## config.mk

```make
export PLATFORM = sky130hd
export DESIGN_NAME = particle_code_classifier_flat
export DESIGN_NICKNAME = d
export VERILOG_FILES = /design/src/hdl/pcc_pkg.sv /design/src/hdl/pcc_in_if.sv /design/src/hdl/pcc_out_if.sv /design/src/hdl/particle_code_classifier.sv /design/src/flat_wrapper.sv
export VERILOG_INCLUDE_DIRS = /design/src /design/src/hdl
export SDC_FILE = /design/constraint.sdc
export NUM_CORES = 2
export LEC_CHECK = 0
export BUFFER_PORTS_ARGS = -buffer_cell sky130_fd_sc_hd__buf_2
export CORE_UTILIZATION = 60
export CTS_CLUSTER_SIZE = 25
export DETAILED_ROUTE_END_ITERATION = 7
export PLACE_DENSITY = 0.86
export SETUP_SLACK_MARGIN = 0.3
export SYNTH_ARGS = -nofsm -noshare
export SYNTH_HDL_FRONTEND = slang
export SYNTH_SLANG_ARGS = --single-unit
```

## constraint.sdc

```tcl
create_clock -name clk_i -period 27.4 [get_ports clk_i]
set_input_delay 2.74 -clock clk_i [delete_from_list [all_inputs] [get_ports clk_i]]
set_output_delay 2.74 -clock clk_i [all_outputs]
set_load 0.03 [all_outputs]
```

## src/hdl/assert_macros.svh

```systemverilog
// Assertion macros shared by the classifier RTL.
`ifndef ASSERT_MACROS_SVH
`define ASSERT_MACROS_SVH

// Same-cycle implication, disabled while reset is asserted.
`define PCC_ASSERT_NOW(label, clk, rst_n, ante, cons, msg) \
  label: assert property (@(posedge clk) disable iff (!(rst_n)) (ante) |-> (cons)) \
    else $error(msg);

// Next-cycle implication, disabled while reset is asserted.
`define PCC_ASSERT_NEXT(label, clk, rst_n, ante, cons, msg) \
  label: assert property (@(posedge clk) disable iff (!(rst_n)) (ante) |=> (cons)) \
    else $error(msg);

`endif

```

## src/hdl/pcc_pkg.sv

```systemverilog
// Package: widths, constants and types of the particle code classifier.
package pcc_pkg;

  localparam int unsigned CODE_W  = 32;
  localparam int unsigned UNEXC_W = 17;
  localparam int unsigned NSTAGES = 10;

  // Exact codes tested on the signed value
  localparam logic signed [CODE_W-1:0] GLUON_CODE     = 32'sd21;
  localparam logic signed [CODE_W-1:0] GLUON_ALT_CODE = 32'sd9;
  localparam logic signed [CODE_W-1:0] PHOTON_CODE    = 32'sd22;
  localparam logic signed [CODE_W-1:0] ZBOSON_CODE    = 32'sd23;

  // Reciprocal of 100000, scaled by 2^48 (floor)
  localparam logic [31:0]         MAG_RECIP = 32'd2814749767;
  localparam logic [UNEXC_W-1:0]  UNEXC_MOD = 17'd100000;
  // Reciprocal of 100, scaled by 2^24 (floor)
  localparam logic [17:0]         RECIP100  = 18'd167772;
  localparam logic [6:0]          HUNDRED   = 7'd100;
  // x / 10 == (x * 205) >> 11 for x < 1029
  localparam logic [7:0]          DIV10_MUL = 8'd205;
  localparam logic [3:0]          TEN       = 4'd10;

  localparam logic [UNEXC_W-1:0]  DIQ_LO    = 17'd1103;
  localparam logic [UNEXC_W-1:0]  DIQ_HI    = 17'd8803;
  localparam logic [UNEXC_W-1:0]  PI0_CODE  = 17'd111;

  typedef struct packed {
    logic gluon;
    logic photon;
    logic zboson;
  } pcc_boson_t;

  typedef struct packed {
    logic gluon;
    logic photon;
    logic zboson;
    logic quark;
    logic diquark;
    logic light_qdq;
    logic charm_qdq;
    logic bottom_qdq;
    logic charm_meson;
    logic bottom_meson;
    logic neutral_pion;
  } pcc_flags_t;

endpackage

```

## src/hdl/pcc_in_if.sv

```systemverilog
// Input channel: one signed particle code per transaction.
interface pcc_in_if;
  logic                                valid;
  logic                                ready;
  logic signed [pcc_pkg::CODE_W-1:0]   particle_code;

  modport source (output valid, output particle_code, input ready);
  modport sink   (input valid, input particle_code, output ready);
endinterface

```

## src/hdl/pcc_out_if.sv

```systemverilog
// Output channel: eleven class flags per transaction.
interface pcc_out_if;
  logic valid;
  logic ready;
  logic is_gluon;
  logic is_photon;
  logic is_zboson;
  logic is_quark;
  logic is_diquark;
  logic is_light_quark_or_diquark;
  logic is_charm_qdq;
  logic is_bottom_qdq;
  logic is_charm_meson;
  logic is_bottom_meson;
  logic is_neutral_pion;

  modport source (output valid, input ready,
                  output is_gluon, is_photon, is_zboson, is_quark, is_diquark,
                  output is_light_quark_or_diquark, is_charm_qdq,
                  output is_bottom_qdq, is_charm_meson,
                  output is_bottom_meson, is_neutral_pion);
  modport sink   (input valid, output ready,
                  input is_gluon, is_photon, is_zboson, is_quark, is_diquark,
                  input is_light_quark_or_diquark, is_charm_qdq,
                  input is_bottom_qdq, is_charm_meson,
                  input is_bottom_meson, is_neutral_pion);
endinterface

```

## src/hdl/particle_code_classifier.sv

```systemverilog
// Top level: pipelined PDG particle code classifier.
//
// Usage:
//   in_i  carries one signed 32-bit particle code per transaction.
//   out_o carries the eleven class flags for that code, in input order.
//   Both channels use valid/ready; a transaction completes when both are high.
// Throughput: one code per cycle while the output is not stalled. The ten
//   register stages run the digit extraction: magnitude, reciprocal
//   multiply by 1/100000, remainder and correction, reciprocal multiply by
//   1/100, remainder and correction, two divide-by-ten steps, then the flag
//   logic into the output register.
// Stall: the whole pipeline holds while out_o.valid is high and out_o.ready
//   is low; in_i.ready is low exactly then, so nothing is dropped or repeated.
// Reset: rst_ni (async, active low) clears all stage valid bits; the block
//   holds no other state and is ready for a new code right after reset.
// Gluon, photon and Z0 compare the signed code; all other flags use
//   |code| mod 100000 (or mod 10000 for mesons, the low four digits of it).

`include "assert_macros.svh"

module particle_code_classifier (
  input  logic           clk_i,
  input  logic           rst_ni,
  pcc_in_if.sink         in_i,
  pcc_out_if.source      out_o
);

  localparam int unsigned LAST = pcc_pkg::NSTAGES - 1;

  // Stage valid bits; [LAST] is the output register
  logic [pcc_pkg::NSTAGES-1:0] valid_q;
  logic                        adv;

  // Boson flags travel alongside the digit pipeline (stages 1..9)
  pcc_pkg::pcc_boson_t bos_q [LAST];
  pcc_pkg::pcc_boson_t bos_d;

  // Stage 1: magnitude
  logic [31:0]  mag1_d, mag1_q;
  // Stage 2: quotient estimate of mag / 100000
  logic [63:0]  prod2;
  logic [15:0]  qe2_q;
  logic [31:0]  mag2_q;
  // Stage 3: raw remainder, below 200000
  logic [32:0]  prod3;
  logic [32:0]  diff3;
  logic [17:0]  r3_q;
  // Stage 4: unexcited code u
  logic [pcc_pkg::UNEXC_W-1:0] u4_d, u4_q;
  // Stage 5: quotient estimate of u / 100
  logic [34:0]  prod5;
  logic [9:0]   qe5_q;
  logic [pcc_pkg::UNEXC_W-1:0] u5_q;
  // Stage 6: raw remainder, below 200
  logic [16:0]  diff6;
  logic [7:0]   r6_q;
  logic [9:0]   qe6_q;
  logic [pcc_pkg::UNEXC_W-1:0] u6_q;
  // Stage 7: corrected u / 100 and u % 100
  logic [9:0]   q7_d, q7_q;
  logic [6:0]   rr7_d, rr7_q;
  logic [pcc_pkg::UNEXC_W-1:0] u7_q;
  // Stage 8: tens digit and u / 1000
  logic [14:0]  prod8a;
  logic [17:0]  prod8b;
  logic [3:0]   tens8_q;
  logic [6:0]   t8_q;
  logic [6:0]   rr8_q;
  logic [9:0]   q8_q;
  logic [pcc_pkg::UNEXC_W-1:0] u8_q;
  // Stage 9: units, hundreds digits and u / 10000
  logic [6:0]   units9_full;
  logic [9:0]   hu9_full;
  logic [14:0]  prod9;
  logic [3:0]   units9_q, hu9_q, td9_q, tens9_q;
  logic [6:0]   t9_q;
  logic [pcc_pkg::UNEXC_W-1:0] u9_q;
  // Stage 10: flags
  logic [6:0]   d3_full;
  logic [3:0]   d3;
  logic         dq;
  pcc_pkg::pcc_flags_t flags_d, flags_q;

  assign adv        = !valid_q[LAST] || out_o.ready;
  assign in_i.ready = adv;

  always_ff @(posedge clk_i or negedge rst_ni) begin
    if (!rst_ni) begin
      valid_q <= '0;
    end else if (adv) begin
      valid_q <= {valid_q[pcc_pkg::NSTAGES-2:0], in_i.valid};
    end
  end

  // Stage 1 logic
  always_comb begin
    mag1_d = in_i.particle_code[pcc_pkg::CODE_W-1]
           ? (~in_i.particle_code + 32'd1) : in_i.particle_code;
    bos_d.gluon  = (in_i.particle_code == pcc_pkg::GLUON_CODE) ||
                   (in_i.particle_code == pcc_pkg::GLUON_ALT_CODE);
    bos_d.photon = (in_i.particle_code == pcc_pkg::PHOTON_CODE);
    bos_d.zboson = (in_i.particle_code == pcc_pkg::ZBOSON_CODE);
  end

  // Stages 2..9 combinational pieces
  always_comb begin
    prod2 = 64'(mag1_q) * 64'(pcc_pkg::MAG_RECIP);

    prod3 = 33'(qe2_q) * 33'(pcc_pkg::UNEXC_MOD);
    diff3 = {1'b0, mag2_q} - prod3;

    u4_d = (r3_q >= 18'(pcc_pkg::UNEXC_MOD))
         ? 17'(r3_q - 18'(pcc_pkg::UNEXC_MOD)) : r3_q[16:0];

    prod5 = 35'(u4_q) * 35'(pcc_pkg::RECIP100);

    diff6 = u5_q - 17'(qe5_q) * 17'(pcc_pkg::HUNDRED);

    if (r6_q >= 8'(pcc_pkg::HUNDRED)) begin
      q7_d  = qe6_q + 10'd1;
      rr7_d = 7'(r6_q - 8'(pcc_pkg::HUNDRED));
    end else begin
      q7_d  = qe6_q;
      rr7_d = r6_q[6:0];
    end

    prod8a = 15'(rr7_q) * 15'(pcc_pkg::DIV10_MUL);
    prod8b = 18'(q7_q) * 18'(pcc_pkg::DIV10_MUL);

    units9_full = rr8_q - 7'(tens8_q) * 7'(pcc_pkg::TEN);
    hu9_full    = q8_q - 10'(t8_q) * 10'(pcc_pkg::TEN);
    prod9       = 15'(t8_q) * 15'(pcc_pkg::DIV10_MUL);
  end

  // Stage 10: digit tests. For a diquark u <= 8803, so u / 1000 is the
  // thousands digit itself.
  always_comb begin
    d3_full = t9_q - 7'(td9_q) * 7'(pcc_pkg::TEN);
    d3      = d3_full[3:0];
    dq      = (u9_q >= pcc_pkg::DIQ_LO) && (u9_q <= pcc_pkg::DIQ_HI) && (tens9_q == 4'd0);

    flags_d.gluon        = bos_q[LAST-1].gluon;
    flags_d.photon       = bos_q[LAST-1].photon;
    flags_d.zboson       = bos_q[LAST-1].zboson;
    flags_d.quark        = (u9_q >= 17'd1) && (u9_q <= 17'd8);
    flags_d.diquark      = dq;
    flags_d.light_qdq    = ((u9_q >= 17'd1) && (u9_q <= 17'd3)) ||
                           (dq && (((t9_q >= 7'd1) && (t9_q <= 7'd3)) ||
                                   ((hu9_q >= 4'd1) && (hu9_q <= 4'd3))));
    flags_d.charm_qdq    = (u9_q == 17'd4) || (dq && ((t9_q == 7'd4) || (hu9_q == 4'd4)));
    flags_d.bottom_qdq   = (u9_q == 17'd5) || (dq && ((t9_q == 7'd5) || (hu9_q == 4'd5)));
    flags_d.charm_meson  = (d3 == 4'd0) && (hu9_q == 4'd4) &&
                           (tens9_q >= 4'd1) && (tens9_q <= 4'd3) &&
                           ((units9_q == 4'd1) || (units9_q == 4'd3) || (units9_q == 4'd5));
    flags_d.bottom_meson = (d3 == 4'd0) && (hu9_q == 4'd5) &&
                           (tens9_q >= 4'd1) && (tens9_q <= 4'd4) &&
                           ((units9_q == 4'd1) || (units9_q == 4'd3) || (units9_q == 4'd5));
    flags_d.neutral_pion = (u9_q == pcc_pkg::PI0_CODE);
  end

  // Payload registers: no reset, move only when the pipeline advances
  always_ff @(posedge clk_i) begin
    if (adv) begin
      mag1_q   <= mag1_d;
      bos_q[0] <= bos_d;
      for (int i = 1; i < LAST; i++) begin
        bos_q[i] <= bos_q[i-1];
      end

      qe2_q    <= prod2[63:48];
      mag2_q   <= mag1_q;

      r3_q     <= diff3[17:0];

      u4_q     <= u4_d;

      qe5_q    <= prod5[33:24];
      u5_q     <= u4_q;

      r6_q     <= diff6[7:0];
      qe6_q    <= qe5_q;
      u6_q     <= u5_q;

      q7_q     <= q7_d;
      rr7_q    <= rr7_d;
      u7_q     <= u6_q;

      tens8_q  <= prod8a[14:11];
      t8_q     <= prod8b[17:11];
      rr8_q    <= rr7_q;
      q8_q     <= q7_q;
      u8_q     <= u7_q;

      units9_q <= units9_full[3:0];
      hu9_q    <= hu9_full[3:0];
      td9_q    <= prod9[14:11];
      tens9_q  <= tens8_q;
      t9_q     <= t8_q;
      u9_q     <= u8_q;

      flags_q  <= flags_d;
    end
  end

  assign out_o.valid                     = valid_q[LAST];
  assign out_o.is_gluon                  = flags_q.gluon;
  assign out_o.is_photon                 = flags_q.photon;
  assign out_o.is_zboson                 = flags_q.zboson;
  assign out_o.is_quark                  = flags_q.quark;
  assign out_o.is_diquark                = flags_q.diquark;
  assign out_o.is_light_quark_or_diquark = flags_q.light_qdq;
  assign out_o.is_charm_qdq              = flags_q.charm_qdq;
  assign out_o.is_bottom_qdq             = flags_q.bottom_qdq;
  assign out_o.is_charm_meson            = flags_q.charm_meson;
  assign out_o.is_bottom_meson           = flags_q.bottom_meson;
  assign out_o.is_neutral_pion           = flags_q.neutral_pion;

  // Remainder correction must land u below 100000
  `PCC_ASSERT_NOW(a_u_range, clk_i, rst_ni, valid_q[3], u4_q < pcc_pkg::UNEXC_MOD, "u out of range")
  // Corrected divide by 100
  `PCC_ASSERT_NOW(a_div100, clk_i, rst_ni, valid_q[6],
    (rr7_q < pcc_pkg::HUNDRED) && (q7_q < 10'd1000), "bad u/100 split")
  // Extracted digits are decimal
  `PCC_ASSERT_NOW(a_digits, clk_i, rst_ni, valid_q[8],
    (units9_q < pcc_pkg::TEN) && (hu9_q < pcc_pkg::TEN) && (tens9_q < pcc_pkg::TEN),
    "digit out of range")
  // A code cannot be both quark and diquark
  `PCC_ASSERT_NOW(a_q_dq_excl, clk_i, rst_ni, out_o.valid,
    !(out_o.is_quark && out_o.is_diquark), "quark and diquark both set")

endmodule

```

## src/flat_wrapper.sv

```systemverilog
// flat-port wrapper written by rule: the top's interface ports become plain ports
module particle_code_classifier_flat 
  (clk_i, rst_ni, in_i_valid, in_i_particle_code, in_i_ready, out_o_valid, out_o_ready, out_o_is_gluon, out_o_is_photon, out_o_is_zboson, out_o_is_quark, out_o_is_diquark, out_o_is_light_quark_or_diquark, out_o_is_charm_qdq, out_o_is_bottom_qdq, out_o_is_charm_meson, out_o_is_bottom_meson, out_o_is_neutral_pion);
  pcc_in_if in_i_i ();
  pcc_out_if out_o_i ();
  input  logic clk_i;
  input  logic rst_ni;
  input wire logic [$bits(in_i_i.valid)-1:0] in_i_valid;
  input wire logic [$bits(in_i_i.particle_code)-1:0] in_i_particle_code;
  output wire logic [$bits(in_i_i.ready)-1:0] in_i_ready;
  output wire logic [$bits(out_o_i.valid)-1:0] out_o_valid;
  input wire logic [$bits(out_o_i.ready)-1:0] out_o_ready;
  output wire logic [$bits(out_o_i.is_gluon)-1:0] out_o_is_gluon;
  output wire logic [$bits(out_o_i.is_photon)-1:0] out_o_is_photon;
  output wire logic [$bits(out_o_i.is_zboson)-1:0] out_o_is_zboson;
  output wire logic [$bits(out_o_i.is_quark)-1:0] out_o_is_quark;
  output wire logic [$bits(out_o_i.is_diquark)-1:0] out_o_is_diquark;
  output wire logic [$bits(out_o_i.is_light_quark_or_diquark)-1:0] out_o_is_light_quark_or_diquark;
  output wire logic [$bits(out_o_i.is_charm_qdq)-1:0] out_o_is_charm_qdq;
  output wire logic [$bits(out_o_i.is_bottom_qdq)-1:0] out_o_is_bottom_qdq;
  output wire logic [$bits(out_o_i.is_charm_meson)-1:0] out_o_is_charm_meson;
  output wire logic [$bits(out_o_i.is_bottom_meson)-1:0] out_o_is_bottom_meson;
  output wire logic [$bits(out_o_i.is_neutral_pion)-1:0] out_o_is_neutral_pion;
  assign in_i_i.valid = in_i_valid;
  assign in_i_i.particle_code = in_i_particle_code;
  assign in_i_ready = in_i_i.ready;
  assign out_o_valid = out_o_i.valid;
  assign out_o_i.ready = out_o_ready;
  assign out_o_is_gluon = out_o_i.is_gluon;
  assign out_o_is_photon = out_o_i.is_photon;
  assign out_o_is_zboson = out_o_i.is_zboson;
  assign out_o_is_quark = out_o_i.is_quark;
  assign out_o_is_diquark = out_o_i.is_diquark;
  assign out_o_is_light_quark_or_diquark = out_o_i.is_light_quark_or_diquark;
  assign out_o_is_charm_qdq = out_o_i.is_charm_qdq;
  assign out_o_is_bottom_qdq = out_o_i.is_bottom_qdq;
  assign out_o_is_charm_meson = out_o_i.is_charm_meson;
  assign out_o_is_bottom_meson = out_o_i.is_bottom_meson;
  assign out_o_is_neutral_pion = out_o_i.is_neutral_pion;
  particle_code_classifier u_core (.clk_i(clk_i), .rst_ni(rst_ni), .in_i(in_i_i), .out_o(out_o_i));
endmodule
```

==> After elaboration in Yosys (flattened, before gate mapping) <==
Memory sizes are Yosys's and may differ from the RTL's. A register that Yosys moved wholly into a read port is not among the register bits.
Index checks and enable logic that the tools add are counted.
{ "word_totals": {"regBits": 291, "ram_bits": 27, "input_bits": 36, "output_inout_bits": 13, "wordCells": 119, "mem_count": 1} }
{ "classes": {"add_sub_neg": 9, "multipliers": 10, "order_cmp": 14, "eq_ne": 14, "n_mux": 6, "n_bitwise": 1, "n_reduce_logical": 30} }
{ "memory_table": {"columns": ["memory", "words", "width", "read_ports", "rd_ports_with_merged_regs", "write_ports", "line", "source"], "rows": [
  ["u_core.bos_q", 9, 3, 9, 1, 9, "particle_code_classifier.sv:35", "pcc_pkg::pcc_boson_t bos_q [LAST];"]
]} }
{ "ops": {"columns": ["cell", "count"], "rows": [
  ["equality test 32 x 6 -> 1 bit (second input constant)", 3],
  ["multiplier 32 x 32 -> 64 bit (second input constant)", 1],
  ["equality test 17 x 3 -> 1 bit (second input constant)", 2],
  ["adder 32 x 1 -> 32 bit (second input constant)", 1],
  ["equality test 32 x 5 -> 1 bit (second input constant)", 1],
  ["multiplier 17 x 16 -> 32 bit (second input constant)", 1],
  ["inverter 32 bit", 1],
  ["two-way mux 31 bit", 1],
  ["multiplier 7 x 8 -> 15 bit (second input constant)", 2],
  ["greater-or-equal comparator 18 x 17 -> 1 bit (second input constant)", 1],
  ["multiplier 10 x 8 -> 18 bit (second input constant)", 1],
  ["subtractor 18 bit", 1],
  ["equality test 17 x 7 -> 1 bit (second input constant)", 1],
  ["greater-or-equal comparator 17 x 1 -> 1 bit (second input constant)", 1],
  ["greater-or-equal comparator 17 x 11 -> 1 bit (second input constant)", 1],
  ["<= comparator 17 x 14 -> 1 bit (second input constant)", 1],
  ["<= comparator 17 x 2 -> 1 bit (second input constant)", 1],
  ["<= comparator 17 x 4 -> 1 bit (second input constant)", 1],
  ["logical AND 1 bit", 17],
  ["two-way mux 17 bit", 1],
  ["subtractor 17 bit (second input constant)", 1],
  ["multiplier 16 x 12 -> 13 bit (second input constant)", 1],
  ["equality test 7 x 3 -> 1 bit (second input constant)", 2],
  ["equality test 4 x 3 -> 1 bit (second input constant)", 3],
  ["other kinds (21)", 37]
]} }

==> Depth between registers and ports, before layout <==
{ "depth": {"depth_word": 7, "mapped_depth": 26, "ltp_nobuf": 26} }

==> Least setup slack after synthesis <==
Ideal clock, no wire load.
{ "synth_timing": {"path_type": "input -> output", "start": "input port out_o_ready", "end": "output port in_i_ready", "t_arrival_ps": 11438, "required_ps": 24660, "slack_ps": 13222, "stages": 2, "n_path_buf": 1, "path_cell_list": "nand2b_1 -> clkbuf_1"} }
{ "synth_via": {"elab_chain_len": 1} }
{ "synth_lines": {"columns": ["item", "line", "source"], "rows": [
  ["from (decl)", "flat_wrapper.sv:12", "input wire logic [$bits(out_o_i.ready)-1:0] out_o_ready;"],
  ["logical OR 1 bit", "particle_code_classifier.sv:84", "assign adv = !valid_q[LAST] || out_o.ready;"],
  ["to (decl)", "flat_wrapper.sv:10", "output wire logic [$bits(in_i_i.ready)-1:0] in_i_ready;"]
]} }
Every way passes these cells.

==> Worst setup path after layout <==
{ "layout_timing": {"start": "register u_core.mag1_q[4]", "end": "register u_core.qe2_q[11] (data pin)"} }
{ "layout_via": {"elab_chain_len": 1} }
{ "layout_lines": {"columns": ["item", "line", "source"], "rows": [
  ["from (decl)", "particle_code_classifier.sv:39", "logic [31:0] mag1_d, mag1_q;"],
  ["from (signal assigned)", "particle_code_classifier.sv:164", "mag1_q <= mag1_d;"],
  ["multiplier 32 x 32 -> 64 bit", "particle_code_classifier.sv:107", "prod2 = 64'(mag1_q) * 64'(pcc_pkg::MAG_RECIP);"],
  ["named net u_core.prod2[59]", "particle_code_classifier.sv:41", "logic [63:0] prod2;"],
  ["to (signal assigned)", "particle_code_classifier.sv:170", "qe2_q <= prod2[63:48];"],
  ["to (decl)", "particle_code_classifier.sv:42", "logic [15:0] qe2_q;"]
]} }
The timed path passes the listed nets, and every way through them passes these cells.
A chain may end at the register's enable or synchronous reset.

==> out/metrics.csv <==
stage,metric,value,unit
outcome,status,"complete, no violations",
floorplan,number of rows created at floorplan,91,
sta,final setup violation count,0,
detailed_routing,drt via density,5.548,
synth,synthesized flop and latch total,310,
critical_path,sort of element at the start of the critical path,register,
layout,Antenna diodes,0,
layout,area added between synthesis and finish,6.572,%
synth,Syn Nets,4578,
global_route,global-route congestion overflow total,0,
detailed_routing,detailed-route wire length,81780,um
sta,minimum clock period after layout,7882,ps
cts,count of clock tree sinks,310,
detailed_routing,Initial DRT Pass Iterations,7,
layout,nets,4658,
detailed_routing,routed vias,23260,
sta,Clock Skews,33.54,ps
sta,maximum achievable frequency,126.9,MHz
critical_path,reg2reg end,u_core.qe2_q[11],
synth,mux cell area share after synthesis,0.3508,%
worst_hold_path,Hold Path Depth,0,
detailed_routing,Final ANT Viol Nets,0,
worst_hold_path,worst min-delay path class,reg2reg,
synth,Post-Synthesis Cells,3249,
floorplan,floorplan core area,61940,um^2
floorplan,vertical extent of the die,253.0,um
critical_path,WP data required,27760,ps
global_route,wire length of the first global-routing pass,131800,um
critical_path,arrival time at the worst endpoint,8250,ps
synth,total standard cell area after synthesis,37810,um^2
placement,count of buffers from port buffering,48,
layout,fraction of final layout cells with drive strength greater than 1,4.082,%
detailed_routing,average wire length per cell after detail routing,19.50,um
cts,clock tree from TritonCTS,done,
sta,transition time at the pin with the least slew margin,1013,ps
global_route,antenna violations before repair,2,
synth,Compound-Gate Fraction of Synth Area,4.491,%
synth,dominant combinational cell family by area after synthesis,adder cells,
cts,hold buffer count at cts,0,
critical_path,Critical R2R Launch,u_core.mag1_q[4],
critical_path,kind of capture point of the worst setup path,register,
synth,Yosys cell types,61,
synth,post-synthesis xor/xnor area fraction,3.359,%
floorplan,Boundary Pins,49,
global_route,overall global routing resource usage,26.89,%
layout,most frequent cells in the layout,"920 x inv_1, 719 x ha_1, 574 x fa_1",
floorplan,horizontal extent of the die,253.0,um
synth,most used flip-flop cell after synthesis,edfxtp_1,
layout,"commonest non-fill, non-tap cell in the layout",inv_1,
floorplan,area enclosed by the die boundary,64020,um^2
cts,CTS buffer count,35,
layout,# fillers,4465,
detailed_routing,remaining design rule violation count,0,
cts,number of cells upsized or downsized after cts,0,
global_route,number of global-route vias before repair,25910,
worst_hold_path,launch point of the worst hold path,u_core.u8_q[15],
sta,"Hold Vio Cnt, Final",0,
cts,Root Driver,clkbuf_16,
detailed_routing,Initial DRC Count,1521,
synth,count of flip-flops with a built-in enable after synthesis,300,
cts,clock slew seen by the registers of the worst setup and hold paths,60,ps
critical_path,register-to-register setup slack,19520,ps
synth,fraction of the mapped netlist area in adder cells,54.18,%
floorplan,starting density of the core,61.04,%
sta,worst slew margin relative to its limit,30.73,%
cts,clk buf depth,3,
run,maximum capacitance violations,0,
sta,Final Max Slew Viols,0,
synth,sequential share of the synthesized area,24.49,%
global_route,maximum number of pins on one net before global-route repair,193,
synth,Synth Warn #,0,
sta,ratio of final minimum period to clock period,28.77,%
sta,setup repair after global routing missed its margin,false,
cts,maximum level of the CTS H-tree,2,
synth,average size of a mapped cell,11.64,um^2
synth,"area fraction in and, or, nand and nor cells after synthesis",3.895,%
worst_hold_path,hold-critical path endpoint,u_core.u9_q[15],
critical_path,"critical path fanouts, max",12,
critical_path,FF-to-FF path depth,24,
synth,asr flop ratio synth,3.226,%
placement,routability-driven placement congestion ratio,0.9716,
sta,total negative slack,0,ps
placement,estimated wirelength of the detail-placed design,67500,um
critical_path,CP Class,reg2reg,
cts,clock latency reported for the late side of the worst-skew pair,570,ps
cts,buffers inserted during post-CTS setup optimization,0,
## area by class of cell
type                            instances  area, um^2  share of cell area, %
Clock buffer                           37       883.3                  2.192
Clock inverter                         27       294.0                 0.7297
Inverter                              920        3453                  8.570
Multi-Input combinational cell       2009       25070                  62.21
Sequential cell                       310        9259                  22.98
Tap cell                              837        1047                  2.599
Timing Repair Buffer                   53       290.3                 0.7204
## sequential cells by signal (all words and copies together), names as in the netlist, 7 cells and up
register        count
u_core.mag1_q      32
u_core.bos_q       27
u_core.mag2_q      18
u_core.r3_q        18
u_core.u4_q        17
u_core.u5_q        17
u_core.u6_q        17
u_core.u7_q        17
u_core.u8_q        17
u_core.u9_q        17
u_core.qe2_q       13
u_core.q7_q        10
u_core.qe5_q       10
u_core.qe6_q       10
u_core.valid_q     10
u_core.t8_q         7
u_core.t9_q         7
## how the worst max path moves through the flow
stage	start	to	slack [ps]	depth (start not counted)
final	u_core.mag1_q[4]	u_core.qe2_q[11]	19520	24
after global placement	u_core.mag1_q[16]	u_core.qe2_q[11]	19730	22
after CTS	u_core.mag1_q[4]	u_core.qe2_q[11]	19510	24
after detailed placement	u_core.mag1_q[4]	u_core.qe2_q[11]	19530	24
after global routing	u_core.mag1_q[4]	u_core.qe2_q[11]	19130	24
after floorplan	out_o_ready	in_i_ready	13220	2
## stage by stage
stage,worst slack [ps],cell area [um^2],hold WS [ps],instances,util (%)
2_1_floorplan,13220,37810,400.3,3249,-
3_3_place_gp,19730,39120,400.3,4129,63.15
3_5_place_dp,19530,39120,404.5,4129,63.15
4_1_cts,19510,40290,410.4,4193,65.06
5_1_grt,19130,40290,414.2,4193,65.06
6_report,19520,40290,412.5,4193,65.06
## metal layers
layer | vias to the layer above | routed length, um | global-route usage, %
li1 | 10610 | - | -
met1 | 11630 | 30850 | 31.32
met2 | 780 | 42320 | 48.21
met3 | 250 | 4580 | 4.451
met4 | 2 | 4020 | 12.69
met5 | - | 14 | 0
## critical path, stage by stage, from the launching register on
cell,delay (ps)
edfxtp_1,790
inv_1,280
fa_1,520
inv_1,70
ha_1,140
inv_1,60
fa_1,530
inv_1,50
fa_1,480
fa_1,540
fa_1,520
fa_1,600
inv_1,70
fa_1,520
inv_1,40
ha_1,360
a21oi_2,190
o21ai_0,110
o31ai_1,240
nand2_1,90
nor3_1,570
o21bai_4,130
a211oi_4,300
mux2i_1,130
a2111oi_2,360
## cell families (layout without fill, tap and decap cells)
kind of cell / after synthesis / count (layout)
AND/OR/NAND/NOR: 301 / 301
XOR/XNOR: 145 / 145
AO/OA/AOI/OAI: 258 / 258
buffers and inverters: 930 / 1037
multiplexers: 12 / 12
flip-flops: 310 / 310
adder cells (fa/ha/maj): 1293 / 1293
## synthesized netlist by cell type (all sizes together), types with 4 or more instances
library cell,number,share of area (%)
a21o,36,0.72
and3,7,0.12
nor4,15,0.25
or2,6,0.099
o211ai,7,0.14
fa,574,30
a21oi,80,1.1
a2111oi,5,0.13
inv,920,9.1
nand4,19,0.31
nand3,33,0.44
a31oi,6,0.099
o41ai,14,0.34
dfrtp,10,0.66
mux2,10,0.30
nor2b,13,0.22
a21boi,5,0.099
a211oi,9,0.21
or3,4,0.066
o31ai,10,0.21
xor2,35,0.81
nor2,75,0.74
clkbuf,9,0.089
nand2b,15,0.27
or4,8,0.16
o21bai,6,0.15
o21a,7,0.14
nand2,71,0.70
o21ai,53,0.70
o2111ai,6,0.14
edfxtp,300,24
xnor2,110,2.5
ha,719,24
nor3,27,0.36
Power is not shown: default switching activity piles up to over one toggle a cycle in this logic, so the estimate is an artifact.
